## config.mk

```make
export PLATFORM = sky130hd
export DESIGN_NAME = bls_mul
export DESIGN_NICKNAME = d
export VERILOG_FILES = /design/src/rtl/core/bls_pkg.sv /design/src/rtl/core/bls_mul.sv
export SDC_FILE = /design/constraint.sdc
export NUM_CORES = 1
export LEC_CHECK = 0
export ABC_AREA = 1
export BUFFER_PORTS_ARGS = -buffer_cell sky130_fd_sc_hd__buf_4
export CAP_MARGIN = 20
export CORE_UTILIZATION = 35
export DETAILED_ROUTE_END_ITERATION = 16
export GPL_ROUTABILITY_DRIVEN = 0
export HOLD_SLACK_MARGIN = 0.02
export RECOVER_POWER = 50
export SETUP_SLACK_MARGIN = 0.4
export SLEW_MARGIN = 30
export SYNTH_ARGS = -nofsm -noshare
export SYNTH_HDL_FRONTEND = slang
export SYNTH_SLANG_ARGS = --single-unit
```

## constraint.sdc

```tcl
create_clock -name clk -period 17.3 [get_ports clk]
set_input_delay 1.73 -clock clk [delete_from_list [all_inputs] [get_ports clk]]
set_output_delay 1.73 -clock clk [all_outputs]
set_load 0.05 [all_outputs]
```

## src/rtl/core/bls_pkg.sv

```systemverilog
// Shared types and constants for the box least squares search unit.
// No dependencies; imported by bls_div, bls_mul and the search unit.
package bls_pkg;

  typedef enum logic [1:0] {
    OP_LOAD    = 2'd0,
    OP_EVAL    = 2'd1,
    OP_RESTART = 2'd2,
    OP_NOP     = 2'd3
  } op_t;

  localparam int DIV_NW = 112;   // numerator width: (|S|^2) << 8
  localparam int DIV_DW = 73;    // denominator width: R * |1 - R|
  localparam int MUL_W  = 52;    // operand width of the shift-add multiplier
  localparam int CNT_W  = 7;     // step counter width for both units

  localparam int R_W  = 37;
  localparam int S_W  = 53;
  localparam int WX_W = 51;

  localparam logic [R_W-1:0] ONE_Q24 = R_W'(1) << 24;
  localparam logic [63:0] Q_LIMIT = 64'h4000_0000_0000_0000;
  localparam logic signed [47:0] D_MAX = 48'sh7FFF_FFFF_FFFF;
  localparam logic signed [47:0] D_MIN = 48'sh8000_0000_0000;

endpackage

```

## src/rtl/core/bls_mul.sv

```systemverilog
// Shift-add multiplier, one multiplier bit per cycle.
// Forms |S|^2 and R * |1 - R| for the final step. Uses bls_pkg.
module bls_mul (
  input  logic                        clk,
  input  logic                        rst,
  input  logic                        start,
  input  logic [bls_pkg::MUL_W-1:0]   a,
  input  logic [bls_pkg::MUL_W-1:0]   b,
  output logic                        done,
  output logic [2*bls_pkg::MUL_W-1:0] prod
);
  import bls_pkg::*;

  logic               busy;
  logic [CNT_W-1:0]   cnt;
  logic [MUL_W-1:0]   ash;
  logic [2*MUL_W-1:0] bsh;

  always_ff @(posedge clk) begin
    if (rst) begin
      busy <= 1'b0;
      done <= 1'b0;
    end else begin
      done <= 1'b0;
      if (start) begin
        busy <= 1'b1;
        cnt  <= CNT_W'(MUL_W);
        ash  <= a;
        bsh  <= (2*MUL_W)'(b);
        prod <= '0;
      end else if (busy) begin
        if (ash[0]) begin
          prod <= prod + bsh;
        end
        ash <= ash >> 1;
        bsh <= bsh << 1;
        cnt <= cnt - CNT_W'(1);
        if (cnt == CNT_W'(1)) begin
          busy <= 1'b0;
          done <= 1'b1;
        end
      end
    end
  end

endmodule

```

# Word level (Yosys, flattened, before mapping)
# Index checks and enable logic that the tools add are counted.
[word_totals] register_bits=269 latch_bits=0 mem_bits_rw=0 rom_bits=0 inputBits=107 output_inout_bits=105 word_cells=28 n_memories=0
[classes] addsub=2 n_mul=0 div=0 magnitude_cmp=0 n_eq_ne=1 n_shift=0 mux=11 bitwise=2 reduce_logical=5
[ops] op="$mux W104" count=3
[ops] op="$mux W52" count=3
[ops] op="$add A104 B104 Y104" count=1
[ops] op="$eq A7 B1 Y1 const B" count=1
[ops] op="$mux W7" count=1
[ops] op="$sub A7 B1 Y7 const B" count=1
[ops] op="$mux W1" count=4
[ops] op="$reduce_bool A2 Y1" count=2
[ops] op="$reduce_and A3 Y1" count=1
[ops] op="$reduce_or A3 Y1" count=1
[ops] op="$not A1 Y1" count=2
[ops] op="$reduce_and A2 Y1" count=1

# Logic depth before layout (Yosys ltp)
[depth] ltp_word=4 mapped_depth=16 depth_no_buf=16

# Least setup slack after synthesis
# Ideal clock, no wire load.
[synth_path] path_type="input to register" startpoint="input start" endpoint="register prod[0] in the netlist's numbering, enable pin" t_arrival_ps=15045 required_time_ps=16733 setup_slack_ps=1688 cell_stages=6 path_cell_list="inv_1 clkbuf_1 clkbuf_1 a21oi_1 inv_1 nor2_1"
[synth_via] elab_chain_cells=2 elab_cells_between_ends=3 cone_classes="reduce/logical: 3"
[synth_rtl] item="start, declared" line="bls_mul.sv:6" source="input logic start,"
[synth_rtl] item="$reduce_bool A2 Y1 (no source line)"
[synth_rtl] item="$reduce_and A3 Y1 (no source line) *"
[synth_rtl] item="end signal, assigned" line="bls_mul.sv:33" source="prod <= prod + bsh;"
[synth_rtl] item="end, declared" line="bls_mul.sv:10" source="output logic [2*bls_pkg::MUL_W-1:0] prod"
# Mark *: on every way between the ends. The rest lies on a longest branch, timed or not.
# A chain may end at the register's enable or synchronous reset.

# Worst setup path after layout
[layout_path] startpoint="input start" endpoint="register bsh[80], enable pin"
[layout_via] elab_chain_cells=2
[layout_rtl] item="$reduce_bool A2 Y1 (no source line)"
[layout_rtl] item="$reduce_and A2 Y1 (no source line)"
[layout_rtl] item="end signal, assigned" line="bls_mul.sv:29" source="bsh <= (2*MUL_W)'(b);"
[layout_rtl] item="end signal, assigned" line="bls_mul.sv:36" source="bsh <= bsh << 1;"
[layout_rtl] item="end, declared" line="bls_mul.sv:17" source="logic [2*MUL_W-1:0] bsh;"
# No other way between the ends.

==> metrics.cfg <==
[yosys]
synth_seq_area_share_pct = 38.8
async_flop_share_pct = 0
ys_warn_count = 0
syn_inst = 3162
yosys_register_bits = 269
synth_edf_count = 267
dominantRegCellSynth = edfxtp_1
synth_cell_types = 37
synth.net_count = 3375
syn_avg_cell_area_um2 = 6.57
syn_area_um2 = 20800

[clock_tree]
cts-htree-levels = 2
postCtsResizedCells = 0
tritoncts = done
cts_num_sinks = 269
cts.clk_slew.worst_paths_ns = 0.06
clockBufferDepth = 3
clkLatencyLatePin_ns = 0.58
cts.repair_timing.setup_buffer_count = 0
cts_hold_repair.buffers = 0
numCtsBuffers = 35
cts-root-buf = clkbuf_16

[cells_and_area]
stdcell_count = 4166
multi_input_area_um2 = 10300
seq_area_um2 = 8060
fill_cells = 6409
drive_above_1_share_pct = 8.00
diodes = 0
final_cell_area_um2 = 23900
area_delta_synth_final_pct = 15.2
nets = 3590

[power_and_ir_drop]
p_seq_share_pct = 37.9
p_per_area_nw_per_um2 = 89.4
p_switching_mw = 0.775
vdd_drop_max_mv = 0.0545
power_frac_comb_pct = 28.0
p_sw_share_pct = 36.2
pwr-share-clk_pct = 34.1
p_leak_nw = 12.3
internal_power_mw = 1.36

[hold_path]
min_path_type = register to register

[floorplanning]
start_util_pct = 35.8
fp.dieH_um = 246
num_io_pins = 212
coreArea_um2 = 58100
die_area_um2 = 60400
rows = 88
die_w_um = 246

[critical_path]
arrival_ns = 9.04
cp-end-kind = register
start_kind = input port
critical_path_class = input port to register
cp_max_fo = 83
crit_required_ns = 17.48

[timing]
worst_pin_slew_ns = 4.04
drv_slew = 292
min_period_ns = 8.86
fmax_ghz = 0.113
clock_skew_ns = 0.0307
fin_setup_tns_ns = 0
slew_headroom_pct = -169
grt_setup_unrepaired = false
hold_viol = 0
finalSetupViolations = 0
finalCritPeriodShare_pct = 51.2

[routing]
routed_wirelength_um = 68700
drt-wirelength-per-cell_um = 16.5
drtPass1Iterations = 5
drc = 0
vias = 19891
ant_nets = 0
routed_via_density = 4.77
drt_iter0_drc = 1818

[global_route]
gr-total-overflow = 0
grt_pass1_vias = 18390
globalRouteTotalUtil_pct = 22.5
grt_antenna_before_repair = 0
grt_first_pass_wirelength_um = 104000
grt_start_max_net_pins = 93

[outcome]
status = finished, violations left
violations = capacitance limit, slew limit

[placed_design]
hpwl_um = 54800
place_area_um2 = 23300
numPortBuffers = 211
placedCellCount = 4105

[run]
maxCapViolations = 4

-- final timing paths --
check / slack, ns / cells after the start / start / endpoint
max: 8.44 / 5 / start / bsh[80]$_SDFFCE_PP0P_
min: 0.46 / 2 / busy$_SDFF_PP0_ / done$_SDFF_PP0_
max reg2reg: 13.13 / 4 / busy$_SDFF_PP0_ / bsh[80]$_SDFFCE_PP0P_
min reg2reg: 0.46 / 2 / busy$_SDFF_PP0_ / done$_SDFF_PP0_
-- metrics by stage --
stage | hold slack (ns) | worst slack (ns) | utilization, % | power [mW]
3_5_place_dp | 0.498 | 12.45 | 40.0 | 1.42
5_1_grt | 0.470 | 7.55 | 41.2 | 2.25
3_3_place_gp | 0.494 | 12.49 | 40.0 | 1.42
6_report | 0.461 | 8.44 | 41.2 | 2.14
4_1_cts | 0.508 | 13.03 | 41.9 | 2.16
2_1_floorplan | 0.422 | 1.69 | - | 1.23
-- layout by cell type (no fill, tap or decap), drive strengths merged --
| master | synthesis | final |
|---|---|---|
| clkbuf | 36 | 150 |
| o21a | 13 | 13 |
| dfxtp | 2 | 2 |
| a211oi | 2 | 2 |
| buf | 5 | 110 |
| o21ai | 64 | 64 |
| clkinv | 4 | 16 |
| or2 | 1 | 1 |
| clkinvlp | 0 | 1 |
| nor4 | 4 | 4 |
| fa | 1 | 1 |
| and3 | 5 | 5 |
| ha | 105 | 105 |
| o31ai | 1 | 1 |
| a21boi | 4 | 4 |
| o21bai | 10 | 10 |
| xnor2 | 2 | 2 |
| nand4 | 3 | 3 |
| bufinv | 0 | 3 |
| nor3 | 28 | 28 |
| edfxtp | 267 | 267 |
| and2 | 9 | 9 |
| inv | 607 | 611 |
| nand2 | 1346 | 1346 |
| nor2 | 383 | 383 |
| nand3 | 95 | 95 |
| a21oi | 165 | 165 |
-- state kept, by name, indices dropped and copies added, names as in the netlist --
signal,flops
ash,52
bsh,104
busy,1
cnt,7
done,1
prod,104
-- synth_stat cells, types with 2 or more instances --
cell / instances / area (um2)
and3_1: 5 / 31.3
clkbuf_1: 36 / 135
nand2_2: 19 / 119
buf_2: 3 / 15.0
nor3_2: 8 / 80.1
nor2_2: 36 / 225
o21ai_1: 3 / 15.0
buf_1: 2 / 7.51
o21ai_0: 61 / 305
ha_1: 105 / 1310
nand3_1: 82 / 410
a21boi_0: 4 / 30.0
clkinv_1: 4 / 15.0
edfxtp_1: 267 / 8020
a211oi_1: 2 / 15.0
inv_1: 582 / 2180
and2_1: 7 / 43.8
nor3_1: 18 / 90.1
a21oi_1: 165 / 826
o21bai_1: 10 / 75.1
nor3_4: 2 / 32.5
o21a_1: 13 / 97.6
nor4_1: 3 / 18.8
xnor2_1: 2 / 17.5
inv_2: 25 / 93.8
dfxtp_1: 2 / 40.0
nand3_2: 13 / 130
nand2_1: 1327 / 4980
nor2_4: 5 / 56.3
nor2_1: 342 / 1280
nand4_1: 3 / 18.8
-- final cells by class --
type / count / share of cell area (%)
timing repair buffer: 219 / 5.16
inverter: 611 / 9.60
clock inverter: 20 / 0.873
tap: 765 / 4.00
clock buffer: 41 / 3.75
sequential: 269 / 33.7
multi-input combinational: 2241 / 43.0
-- per-layer routing --
| metal | vias up | share of wire, % | global-route usage (%) |
|---|---|---|---|
| met5 | - | 0 | 0 |
| met4 | 0 | 3.5 | 7.89 |
| met3 | 119 | 8.9 | 4.53 |
| met2 | 702 | 42 | 34.1 |
| met1 | 8934 | 46 | 31.6 |
| li1 | 10136 | - | - |
-- logic make-up after synthesis --
group / after synthesis / synth area share [%]
flops: 269 / 38.8
fa+ha+maj: 106 / 6.42
xor+xnor: 2 / 0.0843
compound gates: 259 / 6.60
simple gates: 1874 / 36.3
buf+inv: 652 / 11.8
-- critical path, cell delays in order --
cell	delay [ns]
clkbuf_1	2.68
inv_6	0.89
a21oi_1	0.42
clkbuf_1	2.19
buf_4	0.95
-- power groups by stage --
stage	logic (mW)	registers, mW	clock network [mW]
after floorplan	0.345	0.881	0
after global placement	0.596	0.824	0
after detailed placement	0.602	0.823	0
after CTS	0.604	0.811	0.748
after global routing	0.661	0.815	0.771
final	0.599	0.810	0.730
Power figures use the tool's default switching activity.
