File: config.mk
export PLATFORM = sky130hd
export DESIGN_NAME = bls_div
export DESIGN_NICKNAME = d
export VERILOG_FILES = /design/src/rtl/core/bls_pkg.sv /design/src/rtl/core/bls_div.sv
export SDC_FILE = /design/constraint.sdc
export NUM_CORES = 1
export LEC_CHECK = 0
export ABC_AREA = 1
export BUFFER_PORTS_ARGS = -buffer_cell sky130_fd_sc_hd__buf_2
export CORE_ASPECT_RATIO = 0.5
export CORE_MARGIN = 2
export CORE_UTILIZATION = 50
export CTS_CLUSTER_DIAMETER = 80
export DETAILED_ROUTE_END_ITERATION = 6
export MAX_ROUTING_LAYER = met4
export PLACE_DENSITY = 0.79
export SLEW_MARGIN = 20
export SYNTH_ARGS = -nofsm -noshare
export SYNTH_HDL_FRONTEND = slang
export SYNTH_SLANG_ARGS = --single-unit
File: constraint.sdc
create_clock -name clk -period 50 [get_ports clk]
set_input_delay 7.5 -clock clk [delete_from_list [all_inputs] [get_ports clk]]
set_output_delay 7.5 -clock clk [all_outputs]
set_load 0.05 [all_outputs]
File: src/rtl/core/bls_pkg.sv
// Shared types and constants for the box least squares search unit.
// No dependencies; imported by bls_div, bls_mul and the search unit.
package bls_pkg;

  typedef enum logic [1:0] {
    OP_LOAD    = 2'd0,
    OP_EVAL    = 2'd1,
    OP_RESTART = 2'd2,
    OP_NOP     = 2'd3
  } op_t;

  localparam int DIV_NW = 112;   // numerator width: (|S|^2) << 8
  localparam int DIV_DW = 73;    // denominator width: R * |1 - R|
  localparam int MUL_W  = 52;    // operand width of the shift-add multiplier
  localparam int CNT_W  = 7;     // step counter width for both units

  localparam int R_W  = 37;
  localparam int S_W  = 53;
  localparam int WX_W = 51;

  localparam logic [R_W-1:0] ONE_Q24 = R_W'(1) << 24;
  localparam logic [63:0] Q_LIMIT = 64'h4000_0000_0000_0000;
  localparam logic signed [47:0] D_MAX = 48'sh7FFF_FFFF_FFFF;
  localparam logic signed [47:0] D_MIN = 48'sh8000_0000_0000;

endpackage

File: src/rtl/core/bls_div.sv
// Shared restoring divider, one quotient bit per cycle, MSB first.
// Serves the per-sample time fold and the final quotient. Uses bls_pkg.
module bls_div (
  input  logic                       clk,
  input  logic                       rst,
  input  logic                       start,
  input  logic [bls_pkg::DIV_NW-1:0] num,
  input  logic [bls_pkg::DIV_DW-1:0] den,
  input  logic [bls_pkg::CNT_W-1:0]  steps,
  output logic                       done,
  output logic [bls_pkg::DIV_DW-1:0] rem,
  output logic [63:0]                quo,
  output logic                       ovf
);
  import bls_pkg::*;

  logic              busy;
  logic [CNT_W-1:0]  cnt;
  logic [DIV_NW-1:0] nsh;
  logic [DIV_DW-1:0] dreg;
  logic [DIV_DW:0]   rem_s;
  logic              take;

  assign rem_s = {rem, nsh[DIV_NW-1]};
  assign take  = rem_s >= {1'b0, dreg};

  always_ff @(posedge clk) begin
    if (rst) begin
      busy <= 1'b0;
      done <= 1'b0;
    end else begin
      done <= 1'b0;
      if (start) begin
        busy <= 1'b1;
        cnt  <= steps;
        nsh  <= num;
        dreg <= den;
        rem  <= '0;
        quo  <= '0;
        ovf  <= 1'b0;
      end else if (busy) begin
        rem  <= take ? DIV_DW'(rem_s - {1'b0, dreg}) : DIV_DW'(rem_s);
        nsh  <= nsh << 1;
        quo  <= {quo[62:0], take};
        ovf  <= ovf | quo[63];
        cnt  <= cnt - CNT_W'(1);
        if (cnt == CNT_W'(1)) begin
          busy <= 1'b0;
          done <= 1'b1;
        end
      end
    end
  end

endmodule

== After elaboration in Yosys (flattened, before gate mapping) ==
Index checks and enable logic that the tools add are counted.
W data, S select, Z words.
Cells by class
  $add $sub $neg: 2
  $lt $le $gt $ge: 1
  reduce and logical (&&, ||, !) cells: 4
  equality and inequality tests: 1
  muxes and demuxes: 12
  bitwise logic cells: 3
Operators by type and width (number)
  $mux W112: 2
  $mux W73: 2
  $ge A74 B73 Y1: 1
  $sub A73 B73 Y73: 1
  $mux W64: 1
  $mux W7: 2
  $eq A7 B1 Y1 const B: 1
  $sub A7 B1 Y7 const B: 1
  $mux W1: 5
  $reduce_and A2 Y1: 2
  $reduce_or A3 Y1: 1
  $not A1 Y1: 2
  $reduce_bool A2 Y1: 1
  $or A1 B1 Y1: 1
Word-level totals
  bits in registers: 332
  word-level logic and storage cells: 31
  input bits: 195
  output and inout port bits: 139

== Longest topological paths before layout ==
Gate-level depths: netlist (run 1).
  depth after elaboration: 4
  mapped depth: 19
  gate-level depth less buffers: 19

== Worst setup path before layout (run 1) ==
No wires, ideal clock.
  kind: in2reg
  from: in start
  to: reg cnt[0], enable pin
  required time: 49.037 ns
  buffers on the path: 1
  cell stages on the path: 3
  setup slack: 29.150 ns
  arrival: 19.887 ns
  cell sequence: inv_2 > clkbuf_1 > a21oi_1
Between the ends
  cells in the longest elaborated chain, start to end: 2
Ends and longest elaborated chain
  from (decl): RTL line bls_div.sv:6  | input logic start,
  $reduce_bool A2 Y1 (no source line)
  $reduce_and A2 Y1 (no source line)
  to (signal assigned): RTL line bls_div.sv:35  | cnt <= steps;
  to (signal assigned): RTL line bls_div.sv:46  | cnt <= cnt - CNT_W'(1);
  to (decl): RTL line bls_div.sv:18  | logic [CNT_W-1:0] cnt;
Every way passes these cells.
A chain may end at the register's enable or synchronous reset.

== Final worst setup path (run 1) ==
  from: in start
  to: reg quo[60], enable pin
Between the ends
  cells in the longest elaborated chain, start to end: 2
Ends and longest elaborated chain
  $reduce_bool A2 Y1 (no source line)
  $reduce_and A2 Y1 (no source line)
  to (signal assigned): RTL line bls_div.sv:44  | quo <= {quo[62:0], take};
  to (decl): RTL line bls_div.sv:12  | output logic [63:0] quo,
Every way passes these cells.

==> results of run 1 <==
[worst register-to-register path, delay by kind of cell, from the launching register on]
kind | cells | cell delay, ns
and+or+nand+nor | 9 | 2.28
adders and majority gates | 1 | 0.38
buffers and inverters | 2 | 0.88
DFF | 1 | 0.42
[logic make-up after synthesis]
family / Yosys count / share of synthesized area, %
adder cells (fa/ha/maj): 76 / 4.67
AND/OR/NAND/NOR: 1561 / 30.4
AO/OA/AOI/OAI: 135 / 3.93
flip-flops: 332 / 48.5
buffers and inverters: 573 / 10.8
XOR/XNOR: 41 / 1.75
[cells in the mapped netlist]
cell type	number	area share, %
nor4_1	1	0.030
buf_1	7	0.13
inv_2	9	0.16
nor3b_1	1	0.037
o21bai_1	19	0.69
or2_2	3	0.091
nand3_1	88	2.1
a21oi_2	20	0.85
o31ai_1	1	0.037
dfxtp_1	2	0.20
a21oi_1	74	1.8
a21o_1	1	0.037
nor3_2	2	0.098
buf_2	9	0.22
o22ai_1	1	0.030
and3_1	1	0.030
nor2_4	2	0.11
xor2_1	32	1.4
or2_4	1	0.043
inv_1	506	9.3
nand4_1	12	0.37
a31oi_1	2	0.061
buf_12	2	0.20
ha_1	75	4.6
nand2_1	1116	20
xnor2_1	9	0.38
nand3b_1	12	0.44
and2_1	13	0.40
clkbuf_1	37	0.68
o21ai_0	17	0.41
nand2_2	23	0.70
nand4_2	1	0.061
nor2_2	8	0.24
edfxtp_1	330	48
buf_6	3	0.16
fa_1	1	0.098
nor3_1	23	0.56
nor2_1	254	4.6
[path summary, 6_finish.rpt]
path / cells after the start / to
worst max register to register: 12 / rem[66]$_SDFFCE_PP0P_
worst max-delay path: 5 / quo[60]$_SDFFCE_PP0P_
worst min-delay path: 2 / nsh[2]$_DFFE_PP_
worst min register to register: 2 / nsh[2]$_DFFE_PP_
[power by group through the flow]
stage                     registers [uW]  clock network [uW]  logic, uW
after global placement               355                   0        256
after floorplan                      396                   0        151
after CTS                            349                 262        262
after detailed placement             355                   0        260
after global routing                 352                 272        291
final                                349                 258        266
[cell type report]
cell class	instances	share of cell area, %
tap	540	2.83
inverter	515	8.12
antenna	10	0.105
multi-input combinational	1813	35.2
sequential	332	41.7
timing repair buffer	344	7.44
clock inverter	19	0.881
clock buffer	42	3.69
[state kept, by name, summed over array words and instances, names as in the netlist]
signal,cells
nsh,112
dreg,73
rem,73
quo,64
cnt,7
busy,1
done,1
ovf,1
[through the flow]
stage | instance area (um^2) | setup slack, ns | power, uW | hold slack [ns] | util, %
finish | 23800 | 39.52 | 873 | 0.509 | 58.9
global route | 23800 | 39.29 | 915 | 0.524 | 58.9
floorplan | 20500 | 29.15 | 547 | 0.487 | -
detailed placement | 22700 | 38.64 | 615 | 0.498 | 56.1
global placement | 22700 | 38.69 | 611 | 0.490 | 56.1
CTS | 23800 | 39.22 | 873 | 0.507 | 58.8
[layer usage]
layer | track usage [%] | vias to the layer above | part of all wire [%]
met5 | - | - | 0
met4 | 8.21 | 0 | 2.7
met3 | 4.39 | 95 | 7.8
met2 | 44.7 | 645 | 44
met1 | 41.7 | 8402 | 45
li1 | - | 9012 | -
==> out/summary.txt, run 1 <==
status - completed
WL per Instance - 17.2 um
library cells used by synthesis - 38
sequential area share after synthesis - 48.5%
RD Place Congestion - 0.993
via-per-instance ratio - 5.02
Port Buffers - 333
Synth Cell Area - 0.0205 mm^2
global-route wire length before repair - 95100 um
CTS resizes - 0
TritonCTS Buffers - 34
Fill cells - 3773
Fin. Hold Viols - 0
core area - 0.0405 mm^2
Top delay family on crit path - buffers and inverters
Placed Cells incl. Taps - 3543
clock power share - 29.5%
critical-path cell list - buf_6 -> inv_4 -> a21oi_4 -> buf_6 -> buf_4
Final TNS setup - 0 ns
maxcap violations - 0
Post-Layout Cell Count - 3615
Post-Syn Nets - 2989
fin crit share - 21.0%
clock skew - 0.0276 ns
Setup Viol. Count Final - 0
largest net degree at the start of global routing - 104
Max Clk Rate - 95.4 MHz
Clk Latency, worst-skew pair - 0.56 ns
synth-to-layout area growth - 16.1%
antenna-violating nets left - 0
Power Density - 36.6 mW/mm^2
Worst R2R Start - rem[46]$_SDFFCE_PP0P_
Psw - 321 uW
clk root buf - clkbuf_16
layout cell share with drive strength beyond 1 - 15.2%
switch share - 36.8%
P_leak - 0.0124 uW
Mapped Cells - 2718
synthesis-stage register bit count - 332
Syn Area/Cell - 7.55 um^2
Worst Hold Class - reg -> reg
CP max-delay cell - buf_4
FF-to-FF setup slack - 45.79 ns
maximum vdd drop - 0.0267 mV
Worst EP arrival - 10.65 ns
Die Area - 0.0428 mm^2
max-slew violations - 0
Net count, final - 3311
HPWL Detailed - 47300 um
Crit Path Class - in -> reg
Crit Path Max Fanout - 82
total grt overflow - 0
Multi-input gate area - 0.00840 mm^2
CP required - 50.17 ns
Buf/Inv on CP - 4
final worst path period need - 10.48 ns
H-tree depth - 2
clk slew on worst S/H paths - 0.07 ns
clock sinks - 332
CTS tree - done
yosys warns - 0
number of global-route vias before repair - 17127
initial antenna violation count - 10
Int Pwr - 551 uW
Pre-Repair DR Iteration Count - 5
sequential cell area - 0.00995 mm^2
CP dominant cell by count - buf_6
DR vias - 18154
slowest stage delay, CP - 0.79 ns
Crit. End Element - flop
DIE WIDTH - 291 um
initial cell density of the core - 50.7%
most frequent cells in the layout - nand2_1, inv_1, buf_2
worst min-delay path startpoint - nsh[1]$_DFFE_PP_
die height - 147 um
Worst-Margin Slew - 1.01 ns
share of total power in combinational logic - 30.4%
Post CTS Setup Buffer Count - 0
Startpoint Class - input pin
FP Rows - 52
clock tree buffer depth - 3
Remaining DRCs - 0
Relative slew margins - 33.0%
final wirelength - 62000 um
DRT iter0 DRCs - 1708
worst setup path startpoint - start
most common cell after layout, fill and taps aside - nand2_1
hold buffers post-CTS - 0
Flop pwr share - 40.0%
total track usage - 29.6%
setup repair after global routing missed its margin - false
I/O pin count - 334
Power figures use the tool's default switching activity.
==> inputs of run 2 (changes only) <==
--- a/config.mk
+++ b/config.mk
@@ -13,7 +13,7 @@
 export CTS_CLUSTER_DIAMETER = 80
 export DETAILED_ROUTE_END_ITERATION = 6
 export MAX_ROUTING_LAYER = met4
-export PLACE_DENSITY = 0.79
+export PLACE_DENSITY = 0.82
 export SLEW_MARGIN = 20
 export SYNTH_ARGS = -nofsm -noshare
 export SYNTH_HDL_FRONTEND = slang
==> constraint.sdc (replaced) <==
create_clock -name clk -period 9.2 [get_ports clk]
set_input_delay 1.38 -clock clk [delete_from_list [all_inputs] [get_ports clk]]
set_output_delay 1.38 -clock clk [all_outputs]
set_load 0.05 [all_outputs]
==> run 2 against run 1 <==
- combinational power grew to 5.5 times the previous value
- global-route usage decreased by 0.16 points
- largest cell class unchanged
- clock power increased to 5.1 times the previous value
- largest power group unchanged
- total power rose to 5.3 times the previous value
- routed wire length increased by 0.53%
- die area is the same
- critical path type is now reg -> reg
- count of clock-buffer cells in the layout grew 5
- hold slack worse by 0.0012 ns
- final area decreased by 0.20%
- via count grew 1.1%
==> out/summary.txt, run 2 (synthesized netlist as in run 1, its figures left out) <==
status - completed
Final TNS setup - 0 ns
final worst path period need - 3.96 ns
maximum vdd drop - 0.168 mV
reg-to-reg endpoint - rem[35]$_SDFFCE_PP0P_
routed length on met1 - 28400 um
CP max-delay cell - buf_4
Buf/Inv on CP - 1
critical-path cell list - ha_1 -> nand2_1 -> nor2_1 -> nand2_1 -> nor2_2 -> and2_1 -> nand4_1 -> nand4_4 -> buf_4 -> and2_1 -> nor2_1
FF-to-FF setup slack - 5.24 ns
worst hold slack - 0.507 ns
layout cell share with drive strength beyond 1 - 15.1%
P_leak - 0.0124 uW
clock tree buffer depth - 3
Multi-input gate area - 0.00840 mm^2
Worst EP arrival - 4.33 ns
Post CTS Setup Buffer Count - 0
CP Depth - 11
DRT iter0 DRCs - 1750
maxcap violations - 0
Max Clk Rate - 253 MHz
largest net degree at the start of global routing - 97
placed cell area - 0.0227 mm^2
CTS resizes - 0
clk root buf - clkbuf_16
final wirelength - 62400 um
antenna-violating nets left - 0
worst setup path startpoint - rem[41]$_SDFFCE_PP0P_
Port Buffers - 333
Setup Viol. Count Final - 0
Remaining DRCs - 0
WL per Instance - 17.2 um
Crit Path Max Fanout - 67
Relative slew margins - 34.8%
Worst-Margin Slew - 0.977 ns
most frequent cells in the layout - nand2_1, inv_1, buf_2
sequential cell area - 0.00995 mm^2
max-slew violations - 0
DIE WIDTH - 291 um
clock sinks - 332
Startpoint Class - flop
Crit Path Class - reg -> reg
Die Area - 0.0428 mm^2
Pre-Repair DR Iteration Count - 5
Top delay family on crit path - simple AND/OR/NAND/NOR gates
CTS tree - done
hold buffers post-CTS - 0
DR WL met2 - 27100 um
CP required - 9.57 ns
Fill cells - 3711
total grt overflow - 0
total track usage - 29.4%
number of global-route vias before repair - 16993
design area - 0.0238 mm^2
die height - 147 um
HPWL Detailed - 48300 um
Most flops, register - nsh
core area - 0.0405 mm^2
clock skew - 0.0557 ns
I/O pin count - 334
max FFs per register - 112
Largest regs - nsh: 112 flops, dreg: 73 flops, rem: 73 flops
initial cell density of the core - 50.7%
metal3 WL - 4960 um
crit path to - rem[35]$_SDFFCE_PP0P_
most common cell after layout, fill and taps aside - nand2_1
DR vias - 18348
via-per-instance ratio - 5.07
H-tree depth - 1
Power Density - 196 mW/mm^2
Net count, final - 3310
global-route wire length before repair - 94600 um
Reg2Reg Depth - 11
Clk Latency, worst-skew pair - 0.63 ns
setup repair after global routing missed its margin - false
RD Place Congestion - 1.01
Worst R2R Start - rem[41]$_SDFFCE_PP0P_
Fin. Hold Viols - 0
Top Layer Used - met4
slowest stage delay, CP - 0.75 ns
PnR Total Power - 4660 uW
synth-to-layout area growth - 15.9%
Crit. End Element - flop
Worst Hold Class - reg -> reg
TritonCTS Buffers - 31
initial antenna violation count - 14
FP Rows - 52
fin crit share - 43.0%
clk slew on worst S/H paths - 0.07 ns
[run 2: cell count changes in the layout (fill, tap and decap cells not counted), moves of 2 or more]
| cell | delta |
|---|---|
| clkbuf_1 | +5 |
| diode_2 | +5 |
| buf_4 | +3 |
| clkbuf_16 | -3 |
| clkbuf_8 | +3 |
| clkinv_1 | -3 |
| clkinv_2 | -3 |
| buf_6 | -2 |
| inv_6 | -2 |
[run 2: how the worst min path moves through the flow]
stage,from,end,slack (ns),cells past startpoint
floorplan,nsh[99]$_DFFE_PP_,nsh[100]$_DFFE_PP_,0.49,2
global placement,nsh[81]$_DFFE_PP_,nsh[82]$_DFFE_PP_,0.49,2
detailed placement,nsh[23]$_DFFE_PP_,nsh[24]$_DFFE_PP_,0.50,2
CTS,nsh[110]$_DFFE_PP_,nsh[111]$_DFFE_PP_,0.48,2
global route,nsh[90]$_DFFE_PP_,nsh[91]$_DFFE_PP_,0.53,2
finish,nsh[23]$_DFFE_PP_,nsh[24]$_DFFE_PP_,0.51,2
[run 2: power by group]
group | switching, uW | internal (uW) | leakage, uW
Clock | 596 | 711 | 0.000470
Combinational | 1040 | 412 | 0.00874
Sequential | 64.7 | 1830 | 0.00321
[run 2: per-stage QoR]
stage | utilization [%] | setup slack [ns] | instances
after floorplan | - | 2.77 | 2718
after global placement | 56.1 | 5.12 | 3544
after detailed placement | 56.1 | 4.97 | 3544
after CTS | 58.6 | 5.29 | 3602
after global routing | 58.8 | 5.05 | 3618
final | 58.8 | 5.24 | 3619
[run 2: layer usage]
layer	up-vias	track usage (%)
li1	9019	-
met1	8511	41.4
met2	706	44.0
met3	112	4.54
met4	0	9.30
met5	-	-
[run 2: layout make-up]
| type | count | area share (%) |
|---|---|---|
| Timing Repair Buffer | 346 | 7.58 |
| Antenna cell | 15 | 0.158 |
| Tap cell | 540 | 2.84 |
| Inverter | 515 | 8.13 |
| Multi-Input combinational cell | 1813 | 35.3 |
| Clock inverter | 11 | 0.573 |
| Sequential cell | 332 | 41.8 |
| Clock buffer | 47 | 3.64 |
[run 2: tightest hold or removal path, stage by stage (launching register included)]
cell and delay, ns:
edfxtp_1 0.32, nand2_1 0.05, nand2_1 0.04
==> inputs of run 3 (changes only) <==
--- a/config.mk
+++ b/config.mk
@@ -13,7 +13,7 @@
 export CTS_CLUSTER_DIAMETER = 80
 export DETAILED_ROUTE_END_ITERATION = 6
 export MAX_ROUTING_LAYER = met4
-export PLACE_DENSITY = 0.82
+export PLACE_DENSITY = 0.79
 export SLEW_MARGIN = 20
 export SYNTH_ARGS = -nofsm -noshare
 export SYNTH_HDL_FRONTEND = slang
==> constraint.sdc (replaced) <==
create_clock -name clk -period 4 [get_ports clk]
set_input_delay 0.6 -clock clk [delete_from_list [all_inputs] [get_ports clk]]
set_output_delay 0.6 -clock clk [all_outputs]
set_load 0.05 [all_outputs]
==> run 3 against run 2 <==
- largest power group unchanged
- total power grew 130%
- die area is the same
- combinational power grew 130%
- register-to-register slack lost 4.7 ns
- global-route usage grew 2.2 points
==> out/summary.txt, run 3 (synthesized netlist as in run 1, its figures left out) <==
status - completed
Pre-Repair DR Iteration Count - 5
setup repair after global routing missed its margin - false
Reg2Reg Depth - 12
total track usage - 31.7%
clock sinks - 332
clock tree buffer depth - 3
FP Rows - 52
Post-Layout Cell Count - 3610
final wirelength - 66800 um
DR vias - 18265
DIE WIDTH - 291 um
total grt overflow - 0
Placed Cells incl. Taps - 3546
final worst path period need - 3.49 ns
number of global-route vias before repair - 17174
reg-to-reg endpoint - rem[65]$_SDFFCE_PP0P_
maxcap violations - 0
clk root buf - clkbuf_16
Startpoint Class - flop
Fill cells - 3783
Remaining DRCs - 0
Crit Path Max Fanout - 49
TritonCTS Buffers - 31
Relative slew margins - 31.2%
FF-to-FF setup slack - 0.51 ns
Final TNS setup - 0 ns
CTS tree - done
Worst R2R Start - rem[35]$_SDFFCE_PP0P_
clk slew on worst S/H paths - 0.07 ns
max FFs per register - 112
Worst Hold Class - in -> reg
Max Clk Rate - 286 MHz
Fin. Hold Viols - 0
max-slew violations - 0
Post CTS Setup Buffer Count - 0
Multi-input gate area - 0.00840 mm^2
via-per-instance ratio - 5.06
initial cell density of the core - 50.7%
worst min-delay path startpoint - den[68]
antenna-violating nets left - 0
largest net degree at the start of global routing - 229
hold path endpoint - dreg[68]$_DFFE_PP_
core area - 0.0405 mm^2
I/O pin count - 334
Power Density - 456 mW/mm^2
worst hold path depth - 1
P_leak - 0.0125 uW
CP required - 4.39 ns
die height - 147 um
H-tree depth - 1
Worst EP arrival - 3.89 ns
sequential cell area - 0.00995 mm^2
Port Buffers - 333
Worst-Margin Slew - 1.03 ns
DRT iter0 DRCs - 1868
WL per Instance - 18.5 um
global-route wire length before repair - 100000 um
initial antenna violation count - 7
most frequent cells in the layout - nand2_1, inv_1, buf_2
placed cell area - 0.0228 mm^2
hold buffers post-CTS - 0
clock skew - 0.0366 ns
layout cell share with drive strength beyond 1 - 15.1%
fin crit share - 87.3%
HPWL Detailed - 51800 um
Most flops, register - nsh
Crit. End Element - flop
PnR Total Power - 10900 uW
Crit Path Class - reg -> reg
CTS resizes - 0
maximum vdd drop - 0.332 mV
Die Area - 0.0428 mm^2
Largest regs - nsh: 112 flops, dreg: 73 flops, rem: 73 flops
RD Place Congestion - 1.04
Clk Latency, worst-skew pair - 0.64 ns
design area - 0.0239 mm^2
worst hold slack - 0.144 ns
Net count, final - 3310
synth-to-layout area growth - 16.2%
Setup Viol. Count Final - 0
most common cell after layout, fill and taps aside - nand2_1
[run 3: report_power, final]
group | internal (uW) | switching, uW | total [uW] | leakage [uW]
Clock | 1690 | 1420 | 3110 | 0.000492
Sequential | 4210 | 154 | 4360 | 0.00321
Combinational | 966 | 2450 | 3420 | 0.00876
Total | 6860 | 4030 | 10900 | 0.0125
[run 3: layout make-up]
type	count	area share (%)
flip-flops and latches	332	41.7
multi-input cells	1813	35.2
inverters	515	8.15
repair buffers	346	7.75
clock buffers	36	3.33
well taps	540	2.83
clock inverters	21	0.949
diodes	7	0.0734
[run 3: how the worst max path moves through the flow]
stage                                from                    end  slack, ns  cells past startpoint
global route        rem[45]$_SDFFCE_PP0P_  rem[65]$_SDFFCE_PP0P_       0.31                     12
finish              rem[35]$_SDFFCE_PP0P_  rem[65]$_SDFFCE_PP0P_       0.51                     12
detailed placement  rem[41]$_SDFFCE_PP0P_  rem[65]$_SDFFCE_PP0P_       0.54                     12
floorplan                           start       cnt[0]$_DFFE_PP_      -1.42                      3
global placement    rem[41]$_SDFFCE_PP0P_  rem[65]$_SDFFCE_PP0P_       0.55                     12
CTS                 rem[41]$_SDFFCE_PP0P_  rem[65]$_SDFFCE_PP0P_       0.54                     12
[run 3: metrics by stage]
step	worst slack [ns]	utilization [%]
floorplan	-1.42	-
global placement	0.552	56.4
detailed placement	0.545	56.4
CTS	0.539	58.9
global route	0.308	59.0
finish	0.509	59.0
[run 3: worst max-delay path: stages, from the launching register on]
cell and delay (ns):
edfxtp_1 0.54, ha_1 0.43, nand2_1 0.13, nor2_1 0.24, nand2_1 0.20, nor2_2 0.27
and2_1 0.18, nand4_1 0.18, nand4_4 0.43, buf_12 0.31, nand3_1 0.17, nand2_1 0.11
inv_1 0.04
[run 3: per-layer routing]
layer  track usage (%)  share of wire (%)  vias to the layer above
met5                 -                  0                        -
met4              9.07                2.8                        0
met3              7.69                9.4                      119
met2              45.0                 41                      749
met1              45.1                 46                     8398
li1                  -                  -                     8999
